--- src/mapt_pkg.sv ---
// ----------------------------------------------------------------------------
// mapt_pkg
// Shared types and constants for the MAP-T IPv4 ingress classifier.
// ----------------------------------------------------------------------------
package mapt_pkg;

  // Next-hop classes
  localparam logic [2:0] CLS_TCP_UDP  = 3'd0;
  localparam logic [2:0] CLS_ICMP     = 3'd1;
  localparam logic [2:0] CLS_FRAG     = 3'd2;
  localparam logic [2:0] CLS_ICMP_ERR = 3'd3;
  localparam logic [2:0] CLS_DROP     = 3'd4;
  localparam logic [2:0] CLS_PASS     = 3'd5;

  // Error codes
  localparam logic [2:0] ERR_NONE      = 3'd0;
  localparam logic [2:0] ERR_UNKNOWN   = 3'd1;
  localparam logic [2:0] ERR_MALFORMED = 3'd2;
  localparam logic [2:0] ERR_BAD_PROTO = 3'd3;
  localparam logic [2:0] ERR_SEC       = 3'd4;
  localparam logic [2:0] ERR_TTL       = 3'd5;
  localparam logic [2:0] ERR_DF        = 3'd6;

  // Configuration register indexes
  localparam logic [2:0] REG_ONE_TO_ONE  = 3'd0;
  localparam logic [2:0] REG_DOMAIN_MTU  = 3'd1;
  localparam logic [2:0] REG_PSID_BITS   = 3'd2;
  localparam logic [2:0] REG_PSID_SHIFT  = 3'd3;
  localparam logic [2:0] REG_IGNORE_DF   = 3'd4;

  // Header constants
  localparam logic [7:0]  VERSION_IHL_OK = 8'h45;
  localparam logic [7:0]  TTL_EXPIRING   = 8'd1;
  localparam logic [7:0]  PROTO_ICMP     = 8'd1;
  localparam logic [7:0]  PROTO_TCP      = 8'd6;
  localparam logic [7:0]  PROTO_UDP      = 8'd17;
  localparam logic [7:0]  ICMP_ECHO_REPLY   = 8'd0;
  localparam logic [7:0]  ICMP_ECHO_REQUEST = 8'd8;
  localparam logic [15:0] TCP_MIN_LEN    = 16'd40;
  localparam logic [15:0] UDP_MIN_LEN    = 16'd28;
  localparam logic [5:0]  TCP_CSUM_OFF   = 6'd36;
  localparam logic [5:0]  UDP_CSUM_OFF   = 6'd26;
  localparam logic [15:0] IPV4_HDR_LEN   = 16'd20;
  localparam logic [15:0] NO_PORT        = 16'hFFFF;
  localparam logic [15:0] MTU_UNLIMITED  = 16'hFFFF;
  localparam logic [4:0]  PORT_BITS      = 5'd16;

  typedef struct packed {
    logic        one_to_one_mode;
    logic [15:0] domain_mtu;
    logic [4:0]  psid_bits;
    logic [4:0]  psid_shift;
    logic        ignore_df;
  } cfg_t;

  typedef struct packed {
    logic [15:0] buffer_length;
    logic [15:0] total_length;
    logic [7:0]  version_ihl;
    logic [7:0]  hop_ttl;
    logic [7:0]  proto_number;
    logic        dont_fragment;
    logic [12:0] fragment_offset;
    logic [15:0] l4_port;
    logic [7:0]  icmp_type_byte;
    logic        domain_hit;
  } hdr_t;

  typedef struct packed {
    logic [2:0]  next_hop_class;
    logic [2:0]  error_code;
    logic [15:0] mapping_port;
    logic [5:0]  csum_offset;
    logic [15:0] effective_mtu;
    logic [15:0] icmp_reply_mtu;
    logic        count_tx;
  } res_t;

endpackage

--- src/mapt_classify.sv ---
// ----------------------------------------------------------------------------
// mapt_classify
// Decision logic for one IPv4 header summary: sanity, domain, TTL, DF, protocol
// sort with minimum lengths and the PSID well-known port check.
// ----------------------------------------------------------------------------
module mapt_classify
  import mapt_pkg::*;
(
  input  cfg_t cfg,
  input  hdr_t hdr,
  output res_t res
);

  logic [15:0] eff_mtu;
  logic [16:0] len_plus_hdr;
  logic        hdr_bad;
  logic        df_fail;
  logic [4:0]  bound_shift;
  logic [16:0] port_bound;
  logic        psid_on;
  logic [2:0]  cls;
  logic [2:0]  err;
  logic [15:0] port;

  // Unlimited MTU reads as the largest value
  assign eff_mtu      = (cfg.domain_mtu != 16'd0) ? cfg.domain_mtu : MTU_UNLIMITED;
  assign len_plus_hdr = {1'b0, hdr.total_length} + {1'b0, IPV4_HDR_LEN};
  assign hdr_bad      = (hdr.buffer_length < hdr.total_length) ||
                        (hdr.version_ihl != VERSION_IHL_OK);
  assign df_fail      = hdr.dont_fragment && !cfg.ignore_df &&
                        (len_plus_hdr > {1'b0, eff_mtu});

  // Well-known port bound is 1 << (16 - offset), floor of 1
  assign bound_shift  = (cfg.psid_shift >= PORT_BITS) ? 5'd0 : PORT_BITS - cfg.psid_shift;
  assign port_bound   = 17'd1 << bound_shift;
  assign psid_on      = (cfg.psid_bits != 5'd0) && (cfg.psid_shift != 5'd0);

  // Sort the packet in check order
  always_comb begin
    cls = CLS_PASS;
    err = ERR_NONE;
    port = NO_PORT;
    res = '0;
    res.effective_mtu = eff_mtu;
    res.csum_offset = 6'd0;
    res.icmp_reply_mtu = 16'd0;
    res.count_tx = 1'b0;
    if (hdr.domain_hit) begin
      if (hdr_bad) begin
        err = ERR_UNKNOWN;
      end
      if (hdr.hop_ttl == TTL_EXPIRING) begin
        cls = CLS_ICMP_ERR;
        err = ERR_TTL;
      end else if (df_fail) begin
        cls = CLS_ICMP_ERR;
        err = ERR_DF;
        res.icmp_reply_mtu = eff_mtu - IPV4_HDR_LEN;
      end else begin
        if (hdr.fragment_offset != 13'd0) begin
          cls = CLS_FRAG;
          port = cfg.one_to_one_mode ? 16'd0 : hdr.l4_port;
        end else if (hdr.proto_number == PROTO_TCP) begin
          cls = CLS_TCP_UDP;
          res.csum_offset = TCP_CSUM_OFF;
          if (hdr.total_length < TCP_MIN_LEN) begin
            err = ERR_MALFORMED;
          end
          port = hdr.l4_port;
        end else if (hdr.proto_number == PROTO_UDP) begin
          cls = CLS_TCP_UDP;
          res.csum_offset = UDP_CSUM_OFF;
          if (hdr.total_length < UDP_MIN_LEN) begin
            err = ERR_MALFORMED;
          end
          port = hdr.l4_port;
        end else if (hdr.proto_number == PROTO_ICMP) begin
          cls = CLS_ICMP;
          if (cfg.one_to_one_mode) begin
            port = 16'd0;
          end else if (hdr.icmp_type_byte == ICMP_ECHO_REPLY ||
                       hdr.icmp_type_byte == ICMP_ECHO_REQUEST) begin
            port = hdr.l4_port;
          end
        end else begin
          cls = CLS_TCP_UDP;
          err = ERR_BAD_PROTO;
        end

        // Reject well-known ports
        if (psid_on && ({1'b0, port} < port_bound)) begin
          err = ERR_SEC;
        end

        res.count_tx = (err == ERR_NONE) && (cls != CLS_ICMP);
        if (err != ERR_NONE) begin
          cls = CLS_DROP;
        end
      end
    end
    res.next_hop_class = cls;
    res.error_code = err;
    res.mapping_port = port;
  end

endmodule

--- src/mapt_ipv4_ingress_classifier_unit.sv ---
// ----------------------------------------------------------------------------
// mapt_ipv4_ingress_classifier_unit
// MAP-T IPv4 ingress classifier: one header summary in, one decision out.
// ----------------------------------------------------------------------------
// Path: input register, decision logic, result register.
// Throughput: one item per cycle; both stages advance whenever the result
//   register is empty or being taken.
// Reset: clears both stage valid flags and all configuration registers to 0.
module mapt_ipv4_ingress_classifier_unit
  import mapt_pkg::*;
(
  input  logic        clk,
  input  logic        rst,
  // Input items
  input  logic        s_tvalid,
  output logic        s_tready,
  // s_tdata, low bit up: buffer_length[15:0], total_length[31:16],
  // version_ihl[39:32], hop_ttl[47:40], proto_number[55:48],
  // dont_fragment[56], fragment_offset[69:57], l4_port[85:70],
  // icmp_type_byte[93:86], domain_hit[94], zero[95]
  input  logic [95:0] s_tdata,
  // Result items
  output logic        m_tvalid,
  input  logic        m_tready,
  // m_tdata, low bit up: next_hop_class[2:0], error_code[5:3],
  // mapping_port[21:6], csum_offset[27:22], effective_mtu[43:28],
  // icmp_reply_mtu[59:44], count_tx[60], zero[63:61]
  output logic [63:0] m_tdata,
  // Configuration writes
  input  logic        cfg_valid,
  output logic        cfg_ready,
  input  logic [2:0]  cfg_index,
  input  logic [15:0] cfg_data
);

  cfg_t cfg;
  hdr_t hdr;
  logic in_valid;
  res_t res_next;
  res_t res;
  logic out_valid;
  logic advance;

  // Configuration registers
  assign cfg_ready = 1'b1;

  always_ff @(posedge clk) begin
    if (rst) begin
      cfg <= '0;
    end else if (cfg_valid && cfg_ready) begin
      case (cfg_index)
        REG_ONE_TO_ONE:  cfg.one_to_one_mode <= cfg_data[0];
        REG_DOMAIN_MTU:  cfg.domain_mtu <= cfg_data;
        REG_PSID_BITS:   cfg.psid_bits <= cfg_data[4:0];
        REG_PSID_SHIFT:  cfg.psid_shift <= cfg_data[4:0];
        REG_IGNORE_DF:   cfg.ignore_df <= cfg_data[0];
        default: ;
      endcase
    end
  end

  // Pipeline flow control
  assign advance  = !out_valid || m_tready;
  assign s_tready = !in_valid || advance;

  // Input register
  always_ff @(posedge clk) begin
    if (rst) begin
      in_valid <= 1'b0;
    end else if (s_tready) begin
      in_valid <= s_tvalid;
    end
  end

  always_ff @(posedge clk) begin
    if (s_tvalid && s_tready) begin
      hdr.buffer_length   <= s_tdata[15:0];
      hdr.total_length    <= s_tdata[31:16];
      hdr.version_ihl     <= s_tdata[39:32];
      hdr.hop_ttl         <= s_tdata[47:40];
      hdr.proto_number    <= s_tdata[55:48];
      hdr.dont_fragment   <= s_tdata[56];
      hdr.fragment_offset <= s_tdata[69:57];
      hdr.l4_port         <= s_tdata[85:70];
      hdr.icmp_type_byte  <= s_tdata[93:86];
      hdr.domain_hit      <= s_tdata[94];
    end
  end

  // Decision logic
  mapt_classify u_classify (
    .cfg (cfg),
    .hdr (hdr),
    .res (res_next)
  );

  // Result register
  always_ff @(posedge clk) begin
    if (rst) begin
      out_valid <= 1'b0;
    end else if (advance) begin
      out_valid <= in_valid;
    end
  end

  always_ff @(posedge clk) begin
    if (advance && in_valid) begin
      res <= res_next;
    end
  end

  assign m_tvalid = out_valid;
  assign m_tdata  = {3'b000, res.count_tx, res.icmp_reply_mtu, res.effective_mtu,
                     res.csum_offset, res.mapping_port, res.error_code,
                     res.next_hop_class};

  // Checks
  a_reset_empties: assert property (@(posedge clk)
    rst |=> (!m_tvalid && !in_valid))
    else $error("pipeline not empty after reset");

  a_full_stall_blocks: assert property (@(posedge clk) disable iff (rst)
    (in_valid && m_tvalid && !m_tready) |-> !s_tready)
    else $error("input taken while both stages are held");

  a_tx_no_error: assert property (@(posedge clk) disable iff (rst)
    (m_tvalid && res.count_tx) |-> (res.error_code == ERR_NONE &&
                                    res.next_hop_class != CLS_ICMP))
    else $error("count_tx set on an errored or ICMP item");

  a_drop_has_error: assert property (@(posedge clk) disable iff (rst)
    (m_tvalid && res.next_hop_class == CLS_DROP) |-> (res.error_code != ERR_NONE))
    else $error("dropped item without an error code");

  a_reply_mtu_df: assert property (@(posedge clk) disable iff (rst)
    (m_tvalid && res.icmp_reply_mtu != 16'd0) |-> (res.error_code == ERR_DF))
    else $error("reply MTU reported without a DF error");

endmodule

--- config.mk ---
export PLATFORM = sky130hd
export DESIGN_NAME = mapt_ipv4_ingress_classifier_unit
export DESIGN_NICKNAME = d
export VERILOG_FILES = /design/src/mapt_pkg.sv /design/src/mapt_classify.sv /design/src/mapt_ipv4_ingress_classifier_unit.sv
export SDC_FILE = /design/constraint.sdc
export NUM_CORES = 1
export LEC_CHECK = 0
export BUFFER_PORTS_ARGS = -buffer_cell sky130_fd_sc_hd__buf_2
export CAP_MARGIN = 10
export CORE_ASPECT_RATIO = 1.4
export CORE_MARGIN = 1.5
export CORE_UTILIZATION = 55
export DETAILED_ROUTE_END_ITERATION = 10
export PLACE_DENSITY_LB_ADDON = 0.25
export RECOVER_POWER = 100
export SLEW_MARGIN = 20
export SYNTH_ARGS = -nofsm -noshare
export SYNTH_HDL_FRONTEND = slang
export SYNTH_SLANG_ARGS = --single-unit
--- constraint.sdc ---
create_clock -name clk -period 5.5 [get_ports clk]
set_input_delay 0.275 -clock clk [delete_from_list [all_inputs] [get_ports clk]]
set_output_delay 0.275 -clock clk [all_outputs]
set_load 0.005 [all_outputs]
==> run_results.csv <==
group,metric,value,unit
drt,routedWlPerCell,17.3,um
sta,post-route-min-period,4880,ps
synthesis,synth_xor_area_share,2.59,%
drt,drt_first_iter_violations,341,
sta,hold_viol,0,
synthesis,synthAdderAreaFrac,7.54,%
clock_network,path_clk_slew,70,ps
power,netSwitchingFraction,26.6,%
final_layout,nNetsFinal,1103,
placed_design,port_buffers,179,
sta,worst_slew_pin_slew,3120,ps
synthesis,synth.distinct_cells,69,
die,rows,53,
power,combPwrFrac,13.9,%
final_layout,final_cell_mix,"edfxtp_1, buf_2, nand2_1, nor2_1, dlygate4sd3_1",
die,core,15100,sq um
grt,antenna_found_initial,3,
sta,rsz0062_at_grt,"false",
synthesis,synth_ff_type,"edfxtp_1",
run,maxCapViolations,2,
drt,vias,6378,
die,num_io_pins,187,
drt,wl,19700,um
power,power.switching,0.865,mW
worst_setup_path,crit_path_end_kind,"flop",
power,p_int,2.39,mW
die,die_h,150,um
synthesis,netlist_area,8460,sq um
drt,firstDrtPassIters,5,
final_layout,n_fill_cell,1063,
power,power_frac_seq,49.5,%
sta,relSlewSlack,-108,%
power,vdd_drop_max,0.000248,V
synthesis,syn-mean-instance-area,12.2,sq um
clock_network,insertion_delay,440,ps
hold_path,hold_path.class,"in -> reg",
grt,track_usage,25.0,%
synthesis,syn_inst,696,
power,pwr-share-clk,36.6,%
worst_setup_path,start_kind,"flop",
clock_network,numCtsBuffers,17,
clock_network,cts_tree,"done",
synthesis,ys_ff_latch,181,
final_layout,drive_gt1_share,21.1,%
die,initial_utilization,56.2,%
run_status,failed_checks,"max-capacitance violations, max-slew violations",
clock_network,cts_root_buf,"clkbuf_16",
synthesis,synth_top_family_by_area,"simple AND/OR/NAND/NOR gates",
placed_design,place_area,9490,sq um
drt,drc,0,
worst_setup_path,arrival,5060,ps
run_status,outcome,"finished with violations",
synthesis,synth_edf_count,151,
grt,grt_first_pass_wirelength,30300,um
sta,finalSetupTns,0,ps
sta,slew_violations,108,
grt,first_global_vias,6295,
synthesis,ys.warnings.count,0,
worst_setup_path,path_max_fanout,20,
sta,skew,8.12,ps
synthesis,muxShareOfSynthArea,1.42,%
placed_design,gp_congestion,0.906,
final_layout,layout_commonest_cell,"edfxtp_1",
grt,grt_start_max_net_pins,95,
die,die_w,108,um
final_layout,syn_to_final_growth,25.0,%
power,power_density,308,nW/um^2
placed_design,dpl.hpwl,13600,um
clock_network,cts_buffer_depth,2,
synthesis,synth_compound_area_share,8.25,%
drt,viasPerCell,5.59,
clock_network,cts_num_sinks,181,
synthesis,synthSimpleGateAreaFrac,15.9,%
grt,overflow,0,
drt,detail-route-antenna-nets,0,
sta,setup_viol,0,
sta,fmax,205,MHz
final_layout,stdcell_area,10600,sq um
clock_network,ctsResizeCount,0,
worst_setup_path,worstSetupPathType,"reg -> reg",
synthesis,synthArstFlopShare,0,%
synthesis,yosysSeqAreaShare,60.7,%
sta,timing.final.crit_share,88.7,%
die,dieArea,16100,sq um
power,power_leakage,4.22,nW
worst_setup_path,worst_ep_required_time,5680,ps
clock_network,htree_levels,4,
==> sequential cells by signal, summed over array words and instances, names as in the netlist <==
signal / count
in_valid: 1
cfg: 28
hdr: 94
m_tdata: 57
m_tvalid: 1
==> what timing repair did <==
| item | CTS | global route |
|---|---|---|
| hold buffers | 40 | 16 |
| hold endpoints to repair | 40 | 16 |
| setup buffers | 0 | 0 |
==> per-layer routing <==
metal	GRT usage, %	part of all wire, %	wire length (um)	up-vias
li1	-	-	-	3025
met1	27.1	37	7210	3030
met2	44.5	54	10600	272
met3	6.58	6.1	1210	51
met4	12.9	3.4	672	0
met5	0	0	0	-
==> cell type report <==
cell class | instances | area, sq um | area share (%)
antenna | 3 | 7.51 | 0.0710
clock buffer | 17 | 425 | 4.02
clock inverter | 15 | 156 | 1.48
inverter | 37 | 139 | 1.31
multi-input combinational | 454 | 3040 | 28.7
sequential | 181 | 5130 | 48.5
tap | 192 | 240 | 2.27
timing repair buffer | 241 | 1440 | 13.6
==> power by group through the flow <==
stage / combinational, mW / clock (mW) / sequential, mW
CTS: 0.447 / 1.20 / 1.61
floorplan: 0.275 / 0 / 1.63
global placement: 0.401 / 0 / 1.63
detailed placement: 0.420 / 0 / 1.64
finish: 0.454 / 1.19 / 1.61
global route: 0.508 / 1.26 / 1.62
==> worst paths after layout <==
path | startpoint | to | slack, ps | depth (start not counted)
max | cfg[18] | m_tdata[6] | 620 | 13
min | s_tdata[80] | hdr[19] | 20 | 1
max reg2reg | cfg[18] | m_tdata[6] | 620 | 13
min reg2reg | cfg[11] | cfg[11] | 470 | 2
==> logic make-up after synthesis <==
| kind of cell | after synthesis |
|---|---|
| compound gates | 105 |
| flops | 181 |
| simple gates | 256 |
| xor+xnor | 25 |
| mux | 12 |
| fa+ha+maj | 51 |
| buf+inv | 64 |
| other cells | 2 |
==> stage by stage <==
stage                     worst slack, ps  instances  hold WS (ps)  total power, mW  util (%)
final                                 620       1140          15.4             3.25      70.3
after global routing                  386       1140         -2.12             3.39      70.3
after CTS                             507       1119         0.369             3.25      69.6
after detailed placement              607       1047           453             2.06      63.0
after global placement                670       1047           450             2.03      63.0
after floorplan                      1670        699           374             1.91         -
==> cell usage after synthesis (3+ instances only) <==
master / n / share of area, %
a21o_1: 5 / 0.44
and4_1: 3 / 0.31
a21oi_1: 36 / 2.1
edfxtp_1: 151 / 54
dfxtp_1: 30 / 7.1
mux2i_1: 12 / 1.4
xnor2_1: 20 / 2.1
o21ai_0: 12 / 0.71
nor3b_1: 3 / 0.27
nor2b_1: 5 / 0.37
inv_1: 37 / 1.6
nor4_1: 15 / 1.1
o21a_1: 23 / 2.0
and3_1: 5 / 0.37
or3_1: 23 / 1.7
or2_2: 7 / 0.52
buf_4: 9 / 0.80
nor3_1: 12 / 0.71
nand3_1: 13 / 0.77
a211o_1: 3 / 0.31
xor2_1: 5 / 0.52
nor2_1: 63 / 2.8
ha_1: 51 / 7.5
nand4_1: 11 / 0.81
clkbuf_1: 14 / 0.62
nand2_1: 71 / 3.2
==> worst max-delay path, stage by stage, from the launching register on <==
cell and delay, ps:
dfxtp_1 340, or3_1 430, nor4_1 500, and4_1 640, or2_2 240, inv_1 50
ha_1 330, a21oi_1 170, nand2_1 110, a211o_1 280, nor4_1 520, nor4b_4 140
clkbuf_1 380, or3_1 480
No activity file was read; power rests on OpenSTA's default activity.
